File: config.mk
export PLATFORM = sky130hd
export DESIGN_NAME = life_cellular_automaton_row_step_flat
export DESIGN_NICKNAME = d
export VERILOG_FILES = /design/src/design/lcrs_pkg.sv /design/src/design/lcrs_in_if.sv /design/src/design/lcrs_out_if.sv /design/src/design/lcrs_front.sv /design/src/design/lcrs_queue.sv /design/src/design/lcrs_back.sv /design/src/design/life_cellular_automaton_row_step.sv /design/src/flat_wrapper.sv
export SDC_FILE = /design/constraint.sdc
export NUM_CORES = 1
export LEC_CHECK = 0
export ABC_CLOCK_PERIOD_IN_PS = 7400
export BUFFER_PORTS_ARGS = -buffer_cell sky130_fd_sc_hd__buf_2
export CAP_MARGIN = 20
export CELL_PAD_IN_SITES_DETAIL_PLACEMENT = 0
export CELL_PAD_IN_SITES_GLOBAL_PLACEMENT = 1
export CORE_ASPECT_RATIO = 0.9
export CORE_UTILIZATION = 44
export CTS_BUF_LIST = sky130_fd_sc_hd__clkbuf_8
export CTS_CLUSTER_SIZE = 20
export DETAILED_ROUTE_END_ITERATION = 7
export HOLD_SLACK_MARGIN = 0.05
export PLACE_DENSITY = 0.73
export RECOVER_POWER = 25
export SYNTH_ARGS = -nofsm -noshare
export SYNTH_HDL_FRONTEND = slang
export SYNTH_HIERARCHICAL = 1
export SYNTH_SLANG_ARGS = --single-unit
File: constraint.sdc
create_clock -name clk -period 7.4 [get_ports clk]
set_clock_uncertainty 0.05 [all_clocks]
set_input_delay 1.48 -clock clk [delete_from_list [all_inputs] [get_ports clk]]
set_output_delay 1.48 -clock clk [all_outputs]
set_load 0.03 [all_outputs]
File: src/design/lcrs_pkg.sv
// Shared constants and types for the Life row stepper.
package lcrs_pkg;

  localparam int ROW_W = 64;
  localparam int COLS_W = 7;
  localparam logic [COLS_W-1:0] COLS_RESET = 7'd64;
  localparam int CNT_W = 4;
  localparam logic [CNT_W-1:0] BIRTH_COUNT = 4'd3;
  localparam logic [CNT_W-1:0] STAY_COUNT = 4'd2;

  typedef struct packed {
    logic valid;
    logic frame_end;
  } push_ctl_t;

endpackage

File: src/design/lcrs_in_if.sv
// Input row channel: one grid row per beat.
interface lcrs_in_if;
  logic                        valid;
  logic                        ready;
  logic [lcrs_pkg::ROW_W-1:0]  row_cells;
  logic                        final_row;

  modport source (output valid, output row_cells, output final_row, input ready);
  modport sink (input valid, input row_cells, input final_row, output ready);
endinterface

File: src/design/lcrs_out_if.sv
// Result channel: one next-generation row per beat.
interface lcrs_out_if;
  logic                        valid;
  logic                        ready;
  logic [lcrs_pkg::ROW_W-1:0]  next_row_cells;
  logic                        frame_end;

  modport source (output valid, output next_row_cells, output frame_end, input ready);
  modport sink (input valid, input next_row_cells, input frame_end, output ready);
endinterface

File: src/design/lcrs_front.sv
// Front end: row window, final-row handling and queue push.
module lcrs_front #(
  parameter int MAX_COLUMNS = 64
) (
  input  logic                       clk,
  input  logic                       rst_n,
  lcrs_in_if.sink                    in_row,
  input  logic                       space,
  output lcrs_pkg::push_ctl_t        push,
  output logic [3*MAX_COLUMNS-1:0]   push_rows
);

  logic [MAX_COLUMNS-1:0] upper_r, upper_nxt;
  logic [MAX_COLUMNS-1:0] middle_r, middle_nxt;
  logic                   held_r, held_nxt;
  logic                   pend_r, pend_nxt;
  logic [MAX_COLUMNS-1:0] row;
  logic                   accept;

  assign row = in_row.row_cells[MAX_COLUMNS-1:0];
  assign in_row.ready = !pend_r && space;
  assign accept = in_row.valid && in_row.ready;

  always_comb begin
    push.valid = (pend_r && space) || (accept && (held_r || in_row.final_row));
    if (pend_r) begin
      push.frame_end = 1'b1;
      push_rows = {upper_r, middle_r, {MAX_COLUMNS{1'b0}}};
    end else if (held_r) begin
      push.frame_end = 1'b0;
      push_rows = {upper_r, middle_r, row};
    end else begin
      push.frame_end = 1'b1;
      push_rows = {{MAX_COLUMNS{1'b0}}, row, {MAX_COLUMNS{1'b0}}};
    end
  end

  always_comb begin
    upper_nxt = upper_r;
    middle_nxt = middle_r;
    held_nxt = held_r;
    pend_nxt = pend_r;
    if (pend_r) begin
      if (space) begin
        upper_nxt = '0;
        middle_nxt = '0;
        pend_nxt = 1'b0;
      end
    end else if (accept) begin
      if (!held_r) begin
        if (!in_row.final_row) begin
          upper_nxt = '0;
          middle_nxt = row;
          held_nxt = 1'b1;
        end
      end else begin
        upper_nxt = middle_r;
        middle_nxt = row;
        if (in_row.final_row) begin
          held_nxt = 1'b0;
          pend_nxt = 1'b1;
        end
      end
    end
  end

  always_ff @(posedge clk) begin
    if (!rst_n) begin
      upper_r <= '0;
      middle_r <= '0;
      held_r <= 1'b0;
      pend_r <= 1'b0;
    end else begin
      upper_r <= upper_nxt;
      middle_r <= middle_nxt;
      held_r <= held_nxt;
      pend_r <= pend_nxt;
    end
  end

endmodule

File: src/design/lcrs_queue.sv
// Two-entry queue of row windows between front and back.
module lcrs_queue #(
  parameter int WIDTH = 193
) (
  input  logic                 clk,
  input  logic                 rst_n,
  input  lcrs_pkg::push_ctl_t  push,
  input  logic [WIDTH-1:0]     push_rows,
  output logic                 space,
  output lcrs_pkg::push_ctl_t  head,
  output logic [WIDTH-1:0]     head_rows,
  input  logic                 pop
);

  logic [WIDTH-1:0] rows_r [2];
  logic             end_r [2];
  logic             wr_ptr_r, wr_ptr_nxt;
  logic             rd_ptr_r, rd_ptr_nxt;
  logic [1:0]       count_r, count_nxt;
  logic             do_pop;

  assign space = (count_r != 2'd2);
  assign head.valid = (count_r != 2'd0);
  assign head.frame_end = end_r[rd_ptr_r];
  assign head_rows = rows_r[rd_ptr_r];
  assign do_pop = pop && head.valid;

  always_comb begin
    wr_ptr_nxt = wr_ptr_r ^ push.valid;
    rd_ptr_nxt = rd_ptr_r ^ do_pop;
    count_nxt = count_r + {1'b0, push.valid} - {1'b0, do_pop};
  end

  always_ff @(posedge clk) begin
    if (push.valid) begin
      rows_r[wr_ptr_r] <= push_rows;
      end_r[wr_ptr_r] <= push.frame_end;
    end
  end

  always_ff @(posedge clk) begin
    if (!rst_n) begin
      wr_ptr_r <= 1'b0;
      rd_ptr_r <= 1'b0;
      count_r <= 2'd0;
    end else begin
      wr_ptr_r <= wr_ptr_nxt;
      rd_ptr_r <= rd_ptr_nxt;
      count_r <= count_nxt;
    end
  end

endmodule

File: src/design/lcrs_back.sv
// Back end: B3/S23 stencil over one row window and output register.
module lcrs_back #(
  parameter int MAX_COLUMNS = 64
) (
  input  logic                         clk,
  input  logic                         rst_n,
  input  logic [lcrs_pkg::COLS_W-1:0]  active_columns,
  input  lcrs_pkg::push_ctl_t          head,
  input  logic [3*MAX_COLUMNS-1:0]     head_rows,
  output logic                         pop,
  lcrs_out_if.source                   out_row
);

  logic [MAX_COLUMNS-1:0] mask;
  logic [MAX_COLUMNS-1:0] above;
  logic [MAX_COLUMNS-1:0] here;
  logic [MAX_COLUMNS-1:0] below;
  logic [MAX_COLUMNS+1:0] pad_a, pad_h, pad_b;
  logic [MAX_COLUMNS-1:0] next_gen;
  logic [lcrs_pkg::CNT_W-1:0] cnt;
  logic [MAX_COLUMNS-1:0] next_row_r;
  logic                   frame_end_r;
  logic                   valid_r, valid_nxt;

  always_comb begin
    for (int x = 0; x < MAX_COLUMNS; x++) begin
      mask[x] = (lcrs_pkg::COLS_W'(x) < active_columns);
    end
    above = head_rows[3*MAX_COLUMNS-1:2*MAX_COLUMNS] & mask;
    here = head_rows[2*MAX_COLUMNS-1:MAX_COLUMNS] & mask;
    below = head_rows[MAX_COLUMNS-1:0] & mask;
    pad_a = {1'b0, above, 1'b0};
    pad_h = {1'b0, here, 1'b0};
    pad_b = {1'b0, below, 1'b0};
    cnt = '0;
    for (int x = 0; x < MAX_COLUMNS; x++) begin
      cnt = lcrs_pkg::CNT_W'(pad_a[x]) + lcrs_pkg::CNT_W'(pad_a[x+1])
          + lcrs_pkg::CNT_W'(pad_a[x+2]) + lcrs_pkg::CNT_W'(pad_h[x])
          + lcrs_pkg::CNT_W'(pad_h[x+2]) + lcrs_pkg::CNT_W'(pad_b[x])
          + lcrs_pkg::CNT_W'(pad_b[x+1]) + lcrs_pkg::CNT_W'(pad_b[x+2]);
      next_gen[x] = mask[x] && ((cnt == lcrs_pkg::BIRTH_COUNT)
                    || (here[x] && (cnt == lcrs_pkg::STAY_COUNT)));
    end
  end

  assign pop = head.valid && (!valid_r || out_row.ready);
  assign valid_nxt = pop || (valid_r && !out_row.ready);

  assign out_row.valid = valid_r;
  assign out_row.next_row_cells = lcrs_pkg::ROW_W'(next_row_r);
  assign out_row.frame_end = frame_end_r;

  always_ff @(posedge clk) begin
    if (pop) begin
      next_row_r <= next_gen;
      frame_end_r <= head.frame_end;
    end
  end

  always_ff @(posedge clk) begin
    if (!rst_n) begin
      valid_r <= 1'b0;
    end else begin
      valid_r <= valid_nxt;
    end
  end

endmodule

File: src/design/life_cellular_automaton_row_step.sv
// Top level of the Life (B3/S23) row stepper.
// Rows of a grid stream in top to bottom on in_row, one 64-bit row per beat,
// with final_row set on the bottom row. Each row after the first yields the
// next-generation row above it on out_row; the final row also yields its own
// next-generation row with frame_end set, after which the frame state clears.
// A one-row frame yields a single row with frame_end set.
// cfg_data sets the number of active columns (reset 64); higher columns are
// dead and read as zero. Write it only while the block is idle; cfg_ready is
// always high.
// A result passes through the queue and then the output register to out_row.
// The input takes one row per cycle while the queue has space. For a final
// row that closes a multi-row frame, two results go into the two-entry queue
// between the row window and the stencil unit, and ready is low in between.
// Reset clears the row window, the queue and the output register.
// When out_row stalls, the output register and the queue hold results and
// in_row deasserts ready once the queue is full.
module life_cellular_automaton_row_step #(
  parameter int MAX_COLUMNS = 64
) (
  input  logic                         clk,
  input  logic                         rst_n,
  lcrs_in_if.sink                      in_row,
  lcrs_out_if.source                   out_row,
  input  logic                         cfg_valid,
  output logic                         cfg_ready,
  input  logic [lcrs_pkg::COLS_W-1:0]  cfg_data
);

  logic [lcrs_pkg::COLS_W-1:0] active_columns_r, active_columns_nxt;
  lcrs_pkg::push_ctl_t         push;
  lcrs_pkg::push_ctl_t         head;
  logic [3*MAX_COLUMNS-1:0]    push_rows;
  logic [3*MAX_COLUMNS-1:0]    head_rows;
  logic                        space;
  logic                        pop;

  assign cfg_ready = 1'b1;
  assign active_columns_nxt = (cfg_valid && cfg_ready) ? cfg_data : active_columns_r;

  always_ff @(posedge clk) begin
    if (!rst_n) begin
      active_columns_r <= lcrs_pkg::COLS_RESET;
    end else begin
      active_columns_r <= active_columns_nxt;
    end
  end

  lcrs_front #(.MAX_COLUMNS(MAX_COLUMNS)) u_front (
    .clk       (clk),
    .rst_n     (rst_n),
    .in_row    (in_row),
    .space     (space),
    .push      (push),
    .push_rows (push_rows)
  );

  lcrs_queue #(.WIDTH(3*MAX_COLUMNS)) u_queue (
    .clk       (clk),
    .rst_n     (rst_n),
    .push      (push),
    .push_rows (push_rows),
    .space     (space),
    .head      (head),
    .head_rows (head_rows),
    .pop       (pop)
  );

  lcrs_back #(.MAX_COLUMNS(MAX_COLUMNS)) u_back (
    .clk            (clk),
    .rst_n          (rst_n),
    .active_columns (active_columns_r),
    .head           (head),
    .head_rows      (head_rows),
    .pop            (pop),
    .out_row        (out_row)
  );

endmodule
File: src/flat_wrapper.sv
// flat-port wrapper written by rule: the top's interface ports become plain ports
module life_cellular_automaton_row_step_flat 
#(
  parameter int MAX_COLUMNS = 64
)
  (clk, rst_n, cfg_valid, cfg_ready, cfg_data, in_row_valid, in_row_row_cells, in_row_final_row, in_row_ready, out_row_valid, out_row_next_row_cells, out_row_frame_end, out_row_ready);
  lcrs_in_if in_row_i ();
  lcrs_out_if out_row_i ();
  input  logic clk;
  input  logic rst_n;
  input  logic cfg_valid;
  output logic cfg_ready;
  input  logic [lcrs_pkg::COLS_W-1:0] cfg_data;
  input wire logic [$bits(in_row_i.valid)-1:0] in_row_valid;
  input wire logic [$bits(in_row_i.row_cells)-1:0] in_row_row_cells;
  input wire logic [$bits(in_row_i.final_row)-1:0] in_row_final_row;
  output wire logic [$bits(in_row_i.ready)-1:0] in_row_ready;
  output wire logic [$bits(out_row_i.valid)-1:0] out_row_valid;
  output wire logic [$bits(out_row_i.next_row_cells)-1:0] out_row_next_row_cells;
  output wire logic [$bits(out_row_i.frame_end)-1:0] out_row_frame_end;
  input wire logic [$bits(out_row_i.ready)-1:0] out_row_ready;
  assign in_row_i.valid = in_row_valid;
  assign in_row_i.row_cells = in_row_row_cells;
  assign in_row_i.final_row = in_row_final_row;
  assign in_row_ready = in_row_i.ready;
  assign out_row_valid = out_row_i.valid;
  assign out_row_next_row_cells = out_row_i.next_row_cells;
  assign out_row_frame_end = out_row_i.frame_end;
  assign out_row_i.ready = out_row_ready;
  life_cellular_automaton_row_step #(.MAX_COLUMNS(MAX_COLUMNS)) u_core (.clk(clk), .rst_n(rst_n), .in_row(in_row_i), .out_row(out_row_i), .cfg_valid(cfg_valid), .cfg_ready(cfg_ready), .cfg_data(cfg_data));
endmodule
Yosys cells after proc, flatten, opt, wreduce, memory -nomap -nowiden
Memory sizes are Yosys's and may differ from the RTL's. A register that Yosys moved wholly into a read port is not among the register bits.
Index checks and enable logic that the tools add are counted.
{"block": "word_totals", "register_bits": 206, "mem_bits_rw": 386, "in_bits": 77, "mem_count": 2}
{"memory": "u_core.u_queue.rows_r", "words": 2, "word_bits": 192, "rd": 1, "rd_ports_with_merged_regs": 1, "write_ports": 1, "line": "lcrs_queue.sv:15", "rtl": "logic [WIDTH-1:0] rows_r [2];"}
{"memory": "u_core.u_queue.end_r", "words": 2, "word_bits": 1, "rd": 1, "rd_ports_with_merged_regs": 1, "write_ports": 1, "line": "lcrs_queue.sv:16", "rtl": "logic end_r [2];"}
{"block": "op_classes", "addsub": 443, "order_cmp": 64, "eq_ne": 131, "mux": 22, "bitwise": 6, "n_reduce_logical": 210}
{"operator": "$add A4 B1 Y4", "n": 252}
{"operator": "$mux W64", "n": 9}
{"operator": "$eq A4 B2 Y1 const B", "n": 128}
{"operator": "$mux W192", "n": 2}
{"operator": "$add A3 B1 Y4", "n": 63}
{"operator": "$lt A6 B7 Y1 const A", "n": 32}
{"operator": "$and A64 B64 Y64", "n": 3}
{"operator": "$add A2 B1 Y3", "n": 63}
{"operator": "$logic_and A1 B1 Y1", "n": 135}
{"operator": "$add A1 B1 Y2", "n": 63}
{"operator": "$lt A5 B7 Y1 const A", "n": 16}
{"operator": "$logic_or A1 B1 Y1", "n": 68}
{"operator": "$lt A4 B7 Y1 const A", "n": 8}
{"operator": "$lt A3 B7 Y1 const A", "n": 4}
{"operator": "$lt A1 B7 Y1 const A", "n": 2}
{"operator": "$lt A2 B7 Y1 const A", "n": 2}
{"operator": "$mux W1", "n": 11}
{"operator": "$ne A2 B2 Y1 const B", "n": 2}
{"operator": "$reduce_bool A2 Y1", "n": 2}
{"operator": "$logic_not A1 Y1", "n": 3}
{"operator": "$ne A3 B1 Y1 const B", "n": 1}
{"operator": "$reduce_and A3 Y1", "n": 1}
{"operator": "$add A2 B1 Y2", "n": 1}
{"operator": "$reduce_and A2 Y1", "n": 1}
{"operator": "other kinds (3)", "n": 4}

Depth between registers and ports, before layout
Gate-level depths: netlist (run 1).
{"block": "logic_depth", "ltp_word": 13, "ltp_mapped": 19}

By module
The synthesis (run 1) kept the hierarchy.
{"mod": "lcrs_back", "instances": 1, "cells_each": 1561, "area_per_inst_um2": 14711.6}
{"mod": "lcrs_queue", "instances": 1, "cells_each": 623, "area_per_inst_um2": 14197.4}
{"mod": "lcrs_front", "instances": 1, "cells_each": 518, "area_per_inst_um2": 5820.6}
{"mod": "life_cellular_automaton_row_step", "instances": 1, "cells_each": 24, "area_per_inst_um2": 274.0}

Worst setup path before layout (run 1)
Ideal clock, no wire load.
{"block": "synth_path", "kind": "input to register", "startpoint": "input in_row_valid", "endpoint": "memory u_core.u_queue.end_r[0], enable pin", "arrival_ns": 6.297, "t_required_ns": 6.772, "path_slack_ns": 0.475, "cell_stages": 3, "n_path_buf": 0, "path_cell_list": "o21ai_0 -> a21oi_1 -> ha_1"}
{"element": "start: declaration", "line": "flat_wrapper.sv:14", "rtl": "input wire logic [$bits(in_row_i.valid)-1:0] in_row_valid;"}
{"element": "end: declaration", "line": "lcrs_queue.sv:16"}

Worst setup path in the final report (run 1)
{"block": "layout_path", "startpoint": "register u_core.u_front.held_r", "endpoint": "register u_core.u_front.upper_r[6]"}
{"block": "layout_between", "elab_chain_cells": 3}
{"element": "start: declaration", "line": "lcrs_front.sv:15", "rtl": "logic held_r, held_nxt;"}
{"element": "start signal: assignment", "line": "lcrs_front.sv:76", "rtl": "held_r <= held_nxt;"}
{"element": "$mux W64", "line": "lcrs_front.sv:50", "rtl": "if (!held_r) begin"}
{"element": "$mux W64", "line": "lcrs_front.sv:49", "rtl": "end else if (accept) begin"}
{"element": "$mux W64", "line": "lcrs_front.sv:43", "rtl": "if (pend_r) begin"}
{"element": "end signal: assignment", "line": "lcrs_front.sv:74", "rtl": "upper_r <= upper_nxt;"}
{"element": "end: declaration", "line": "lcrs_front.sv:13", "rtl": "logic [MAX_COLUMNS-1:0] upper_r, upper_nxt;"}
Several ways; a longest one is shown, not always the timed one. The select of a mux whose other input is x is not followed.
A chain may end at the register's enable or synchronous reset.

==> out/qor.yml, run 1 <==
io_buffers: 143
syn_to_final_growth_pct: 9.998
yosys-top-cells-count: "edfxtp_1, inv_1, mux2_2, fa_1, ha_1"
yosys-top-cells-area: "edfxtp_1, fa_1, mux2_2, dfxtp_1, ha_1"
ys_ff_latch: 594
clockRootBuffer: "clkbuf_8"
synth-async-reset-ratio_pct: 0
worst_ep_arrival_time_ns: 6.93
dp_slack_ns: 1.415
ys.flop_type: "edfxtp_1"
fin_total_pwr_mw: 18.16
path_class: "register to register"
hold_viol: 0
crit_required_ns: 7.97
min_period_ns: 6.357
power.density_nw_per_um2: 471.6
netlist_instances: 2726
cts_tree: "yes"
yosysMostFrequentCell: "edfxtp_1"
hold_ws_ns: 0.4204
cap_violations: 3
ir_drop_mv: 0.2274
max_clock_freq_mhz: 157.3
yosysTopAreaCellShare_pct: 38.69
start_util_pct: 44.72
first_global_vias: 23141
ys_types: 74
drt.antenna.violating_nets: 0
ios: 145
drc_errors: 0
worstMarginPinSlew_ns: 4.558
syn_area_um2: 35000
ctsResizeCount: 0
dp.cells: 3829
antenna_found_initial: 8
postCtsSetupBuffers: 0
fin_area_um2: 38500
fin_ws_ns: 1.043
hpwl_mm: 55.72
fin_nets: 3401
cts.path.max_buffers: 3
synth_fp_nets: 3233
detail_route.wl_per_cell_um: 20.46
drtIter0Drc: 1161
grt_pass1_wl_mm: 129.9
synth_top_cell_by_area: "edfxtp_1"
viasPerCell: 5.348
htree_levels: 3
clock-sinks: 594
ys_seq_area_share_pct: 46.87
rows: 97
hold_path.class: "register to register"
synth_area_per_cell_um2: 12.84
start_kind: "register"
firstDrtPassIters: 5
min_period_over_period_pct: 85.91
drive_gt1_share_pct: 19.13
gr-total-overflow: 0
setup_violations: 0
core_um2: 78280
groute.usage.overall_pct: 20.67
dpl_cell_area_um2: 36510
final_max_slew_viol_count: 150
grt_max_degree: 129
grt_setup_unrepaired: "no"
path_max_fanout: 66
die_h_um: 269.6
die_w_um: 299.3
yosys_warnings: 6
vias: 21498
violations: "capacitance limit, slew limit"
slew_headroom_pct: -203.9
status: "complete, but fails checks"
worstSkewPairLatency_ns: 0.72
path_clk_slew_ns: 0.06
end_kind: "register"
die_area_um2: 80690
holdBufCountCts: 0
leakagePower_nw: 16.10
numCtsBuffers: 101
routed_wl_mm: 82.23
routabilityCongestion: 0.8549
synth_edf_count: 451
tns_ns: 0
finalCoreUtilization_pct: 49.19
stdcell_count: 4020
==> final timing paths <==
check	startpoint	cells past startpoint	slack (ns)	endpoint
worst max-delay path	u_core/u_front/held_r	5	1.04	u_core/u_front/upper_r[6]
worst min-delay path	u_core/u_front/upper_r[22]	1	0.42	u_core/u_front/upper_r[22]
worst max register to register	u_core/u_front/held_r	5	1.04	u_core/u_front/upper_r[6]
worst min register to register	u_core/u_front/upper_r[22]	1	0.42	u_core/u_front/upper_r[22]
==> cells in the final DEF (no fill, tap or decap), types with 15 or more instances in the layout <==
cell type	count
o21ai_0	81
nor2_1	29
nand2b_1	21
fa_1	224
mux2_2	242
buf_2	139
nand2_1	144
a22o_1	129
nand3_1	65
nor2b_1	103
o2111a_1	40
inv_1	357
a21o_1	17
mux2_1	16
edfxtp_1	451
a21oi_1	69
ha_1	204
and2_0	65
dfxtp_1	142
mux2i_1	15
clkbuf_8	122
and2_1	70
==> sequential cells by signal (all words and copies together), names as in the netlist, 2 cells and up, named ones only <==
| name | flops |
|---|---|
| u_core/u_queue/rows_r | 384 |
| u_core/u_back/out_row.next_row_cells | 64 |
| u_core/u_front/middle_r | 64 |
| u_core/u_front/upper_r | 64 |
| u_core/active_columns_r | 7 |
| u_core/u_queue/count_r | 2 |
| u_core/u_queue/end_r | 2 |
==> cells by family after synthesis <==
kind of cell	count (synthesis)	synth area share [%]
flops	594	46.87
simple gates	564	8.715
fa+ha+maj	430	20.17
compound gates	425	9.129
buf+inv	411	5.633
mux	273	8.729
xor+xnor	28	0.7399
other cells	1	0.01071
==> final cells by class <==
class,count,area [µm²]
fillers,6882,39780
multi-input cells,1721,16670
flip-flops and latches,594,16410
clock buffers,122,1679
well taps,1039,1300
inverters,312,1171
repair buffers,164,939.7
clock inverters,66,326.6
diodes,2,5.005
==> per-layer routing <==
layer | GRT usage (%) | share of wire [%]
met4 | 5.371 | 2.0
met3 | 3.102 | 4.3
met2 | 34.44 | 48
met5 | 0 | 0
met1 | 28.14 | 46
==> critical path: stages (launching register included) <==
cell      delay [ns]
dfxtp_1         0.44
nor2b_1         0.18
clkbuf_1        3.20
and3_2          1.46
buf_4           0.67
a22o_1          0.22
==> power by group <==
| part | internal, mW | switching [mW] |
|---|---|---|
| combinational | 4.54 | 5.98 |
| sequential | 4.48 | 0.250 |
| clock | 1.56 | 1.36 |
(Power assumes the default switching activity.)
==> run 2, diff against run 1 <==
Settings changed: PLACE_DENSITY 0.73 to 0.74, SYNTH_HIERARCHICAL 1 to not set.
==> out/qor.yml, run 2 <==
yosys_warnings: 0  # was 6
rows: 97  # unchanged
hold_path.class: "register to register"  # unchanged
r2r_setup_slack_ns: 1.52  # was 1.04 ns
crit_start: "u_core.u_front.pend_r"  # was u_core/u_front/held_r
drive_gt1_share_pct: 17.96  # was 19.13%
syn_area_um2: 34580  # was 35,000 µm²
fin_area_um2: 38330  # was 38,500 µm²
yosysMostFrequentCell: "edfxtp_1"  # unchanged
fillers: 6859  # was 6,882
r2r_cells: 3  # was 5
tns_ns: 0  # unchanged
largest-register: "u_core.u_queue.rows_r"  # was u_core/u_queue/rows_r
multi_input_area_um2: 16460  # was 16,670 µm²
start_kind: "register"  # unchanged
largest_register_ff_count: 384  # unchanged
gr-total-overflow: 0  # unchanged
yosysTopAreaCellShare_pct: 39.17  # was 38.69%
max_stage_delay_ns: 2.81  # was 3.20 ns
crit_required_ns: 7.77  # was 7.97 ns
final_max_slew_viol_count: 358  # was 150
start_util_pct: 44.45  # was 44.72%
yosys-top-cells-count: "edfxtp_1, inv_1, fa_1, nand2_1, ha_1"  # was edfxtp_1, inv_1, mux2_2, fa_1, ha_1
hpwl_mm: 56.66  # was 55.72 mm
dp_slack_ns: 1.670  # was 1.415 ns
numCtsBuffers: 103  # was 101
routed_wl_mm: 84.14  # was 82.23 mm
grt_pass1_wl_mm: 130.3  # was 129.9 mm
die_w_um: 297.5  # was 299.3 µm
first_global_vias: 23332  # was 23,141
worstSkewPairLatency_ns: 0.71  # was 0.72 ns
finalCoreUtilization_pct: 49.27  # was 49.19%
path_clk_slew_ns: 0.06  # about the same
io_buffers: 143  # unchanged
grt_setup_unrepaired: "no"  # unchanged
worst_ep_arrival_time_ns: 6.25  # was 6.93 ns
hold_viol: 0  # unchanged
drc_errors: 0  # unchanged
dp.cells: 3905  # was 3,829
setup_violations: 0  # unchanged
fin_ws_ns: 1.515  # was 1.043 ns
ctsResizeCount: 0  # unchanged
fin_nets: 3492  # was 3,401
crit_path_top_delay_cell: "clkbuf_1"  # unchanged
path_class: "register to register"  # unchanged
netlist_instances: 2810  # was 2,726
cts_tree: "yes"  # unchanged
synth-async-reset-ratio_pct: 0  # unchanged
cp_top_family: "buffers and inverters"  # unchanged
path_max_fanout: 57  # was 66
syn_to_final_growth_pct: 10.84  # was 9.998%
drtIter0Drc: 1266  # was 1,161
ios: 145  # unchanged
cp_cell_sequence: "nor2_1 > clkbuf_1 > mux2_2"  # was nor2b_1 > clkbuf_1 > and3_2 > buf_4 > a22o_1
core_um2: 77800  # was 78,280 µm²
htree_levels: 3  # unchanged
routabilityCongestion: 0.8735  # was 0.8549
antenna_found_initial: 3  # was 8
die_h_um: 267.9  # was 269.6 µm
cap_violations: 9  # was 3
violations: "capacitance limit, slew limit"  # unchanged
clock-sinks: 594  # unchanged
firstDrtPassIters: 5  # unchanged
hold_depth: 1  # unchanged
r2r_start: "u_core.u_front.pend_r"  # was u_core/u_front/held_r
worstMarginPinSlew_ns: 3.866  # was 4.558 ns
holdBufCountCts: 0  # unchanged
critPathBufInv: 1  # was 2
synth_edf_count: 451  # unchanged
ys_ff_latch: 594  # unchanged
viasPerCell: 5.309  # was 5.348
fin_total_pwr_mw: 15.72  # was 18.16 mW
postCtsSetupBuffers: 0  # unchanged
grt_max_degree: 155  # was 129
hold_ws_ns: 0.4163  # was 0.4204 ns
dpl_cell_area_um2: 36340  # was 36,510 µm²
cp_num_cells: 3  # was 5
layout_common_cells: "edfxtp_1, inv_1, fa_1, nand2_1, ha_1"  # was edfxtp_1, inv_1, mux2_2, fa_1, ha_1
min_period_over_period_pct: 79.52  # was 85.91%
layout_commonest_cell: "edfxtp_1"  # unchanged
vias: 21795  # was 21,498
power.density_nw_per_um2: 410.1  # was 471.6 nW/µm²
drt.antenna.violating_nets: 0  # unchanged
synth_area_per_cell_um2: 12.31  # was 12.84 µm²
status: "complete, but fails checks"  # unchanged
yosys-top-cells-area: "edfxtp_1, fa_1, dfxtp_1, ha_1, mux2_2"  # was edfxtp_1, fa_1, mux2_2, dfxtp_1, ha_1
die_area_um2: 79710  # was 80,690 µm²
min_period_ns: 5.885  # was 6.357 ns
hold_end: "u_core.u_front.upper_r[46]"  # was u_core/u_front/upper_r[22]
groute.usage.overall_pct: 21.13  # was 20.67%
synth_fp_nets: 3331  # was 3,233
r2r_end: "u_core.u_queue.rows_r[1][80]"  # was u_core/u_front/upper_r[6]
ys_types: 55  # was 74
regArea_um2: 16410  # unchanged
max_clock_freq_mhz: 169.9  # was 157.3 MHz
detail_route.wl_per_cell_um: 20.50  # was 20.46 µm
ys_seq_area_share_pct: 47.45  # was 46.87%
min-delay-start: "u_core.u_front.upper_r[46]"  # was u_core/u_front/upper_r[22]
clockRootBuffer: "clkbuf_8"  # unchanged
end_kind: "register"  # unchanged
ys.flop_type: "edfxtp_1"  # unchanged
synth_top_cell_by_area: "edfxtp_1"  # unchanged
cts.path.max_buffers: 3  # unchanged
slew_headroom_pct: -157.7  # was -203.9%
stdcell_count: 4105  # was 4,020
ir_drop_mv: 0.1964  # was 0.2274 mV
leakagePower_nw: 16.09  # was 16.10 nW
run 2: logic make-up (layout without fill, tap and decap cells):
kind of cell             Yosys count  in the layout  share of synthesized area (%)
other                              1              5                        0.01084
multiplexers                     263            263                          8.279
buffers and inverters            430            682                          5.044
AO/OA/AOI/OAI                    384            384                          7.367
adder cells (fa/ha/maj)          444            444                          21.47
XOR/XNOR                           5              5                         0.1267
AND/OR/NAND/NOR                  689            689                          10.25
flip-flops                       594            594                          47.45
run 2: worst max path at each step:
stage                                         endpoint  slack (ns)
2_1_floorplan                  u_core.u_queue.end_r[0]        0.26
3_3_place_gp   u_core.u_back.out_row.next_row_cells[1]        1.89
3_5_place_dp   u_core.u_back.out_row.next_row_cells[1]        1.67
4_1_cts        u_core.u_back.out_row.next_row_cells[1]        1.65
5_1_grt                  u_core.u_queue.rows_r[0][122]        1.21
6_report                  u_core.u_queue.rows_r[1][80]        1.52
run 2: where the power goes:
group          switching [mW]  internal [mW]
Clock                    1.41           1.53
Sequential              0.247           4.38
Combinational            4.76           3.39
Total                    6.42           9.30
run 2: cell type report:
type	count	share of cell area, %
tap	1039	3.392
timing repair buffer	163	2.377
sequential	594	42.81
clock inverter	82	1.198
multi-input combinational	1786	42.94
inverter	323	3.163
clock buffer	114	4.094
antenna	4	0.02612
run 2: per-layer routing:
layer  GRT usage, %  up-vias  share of wire, %
met3          3.129      131               4.2
met4          6.144        0               2.4
met1          28.49    11042                46
met5              0        -                 0
li1               -    10131                 -
met2          35.46      491                47
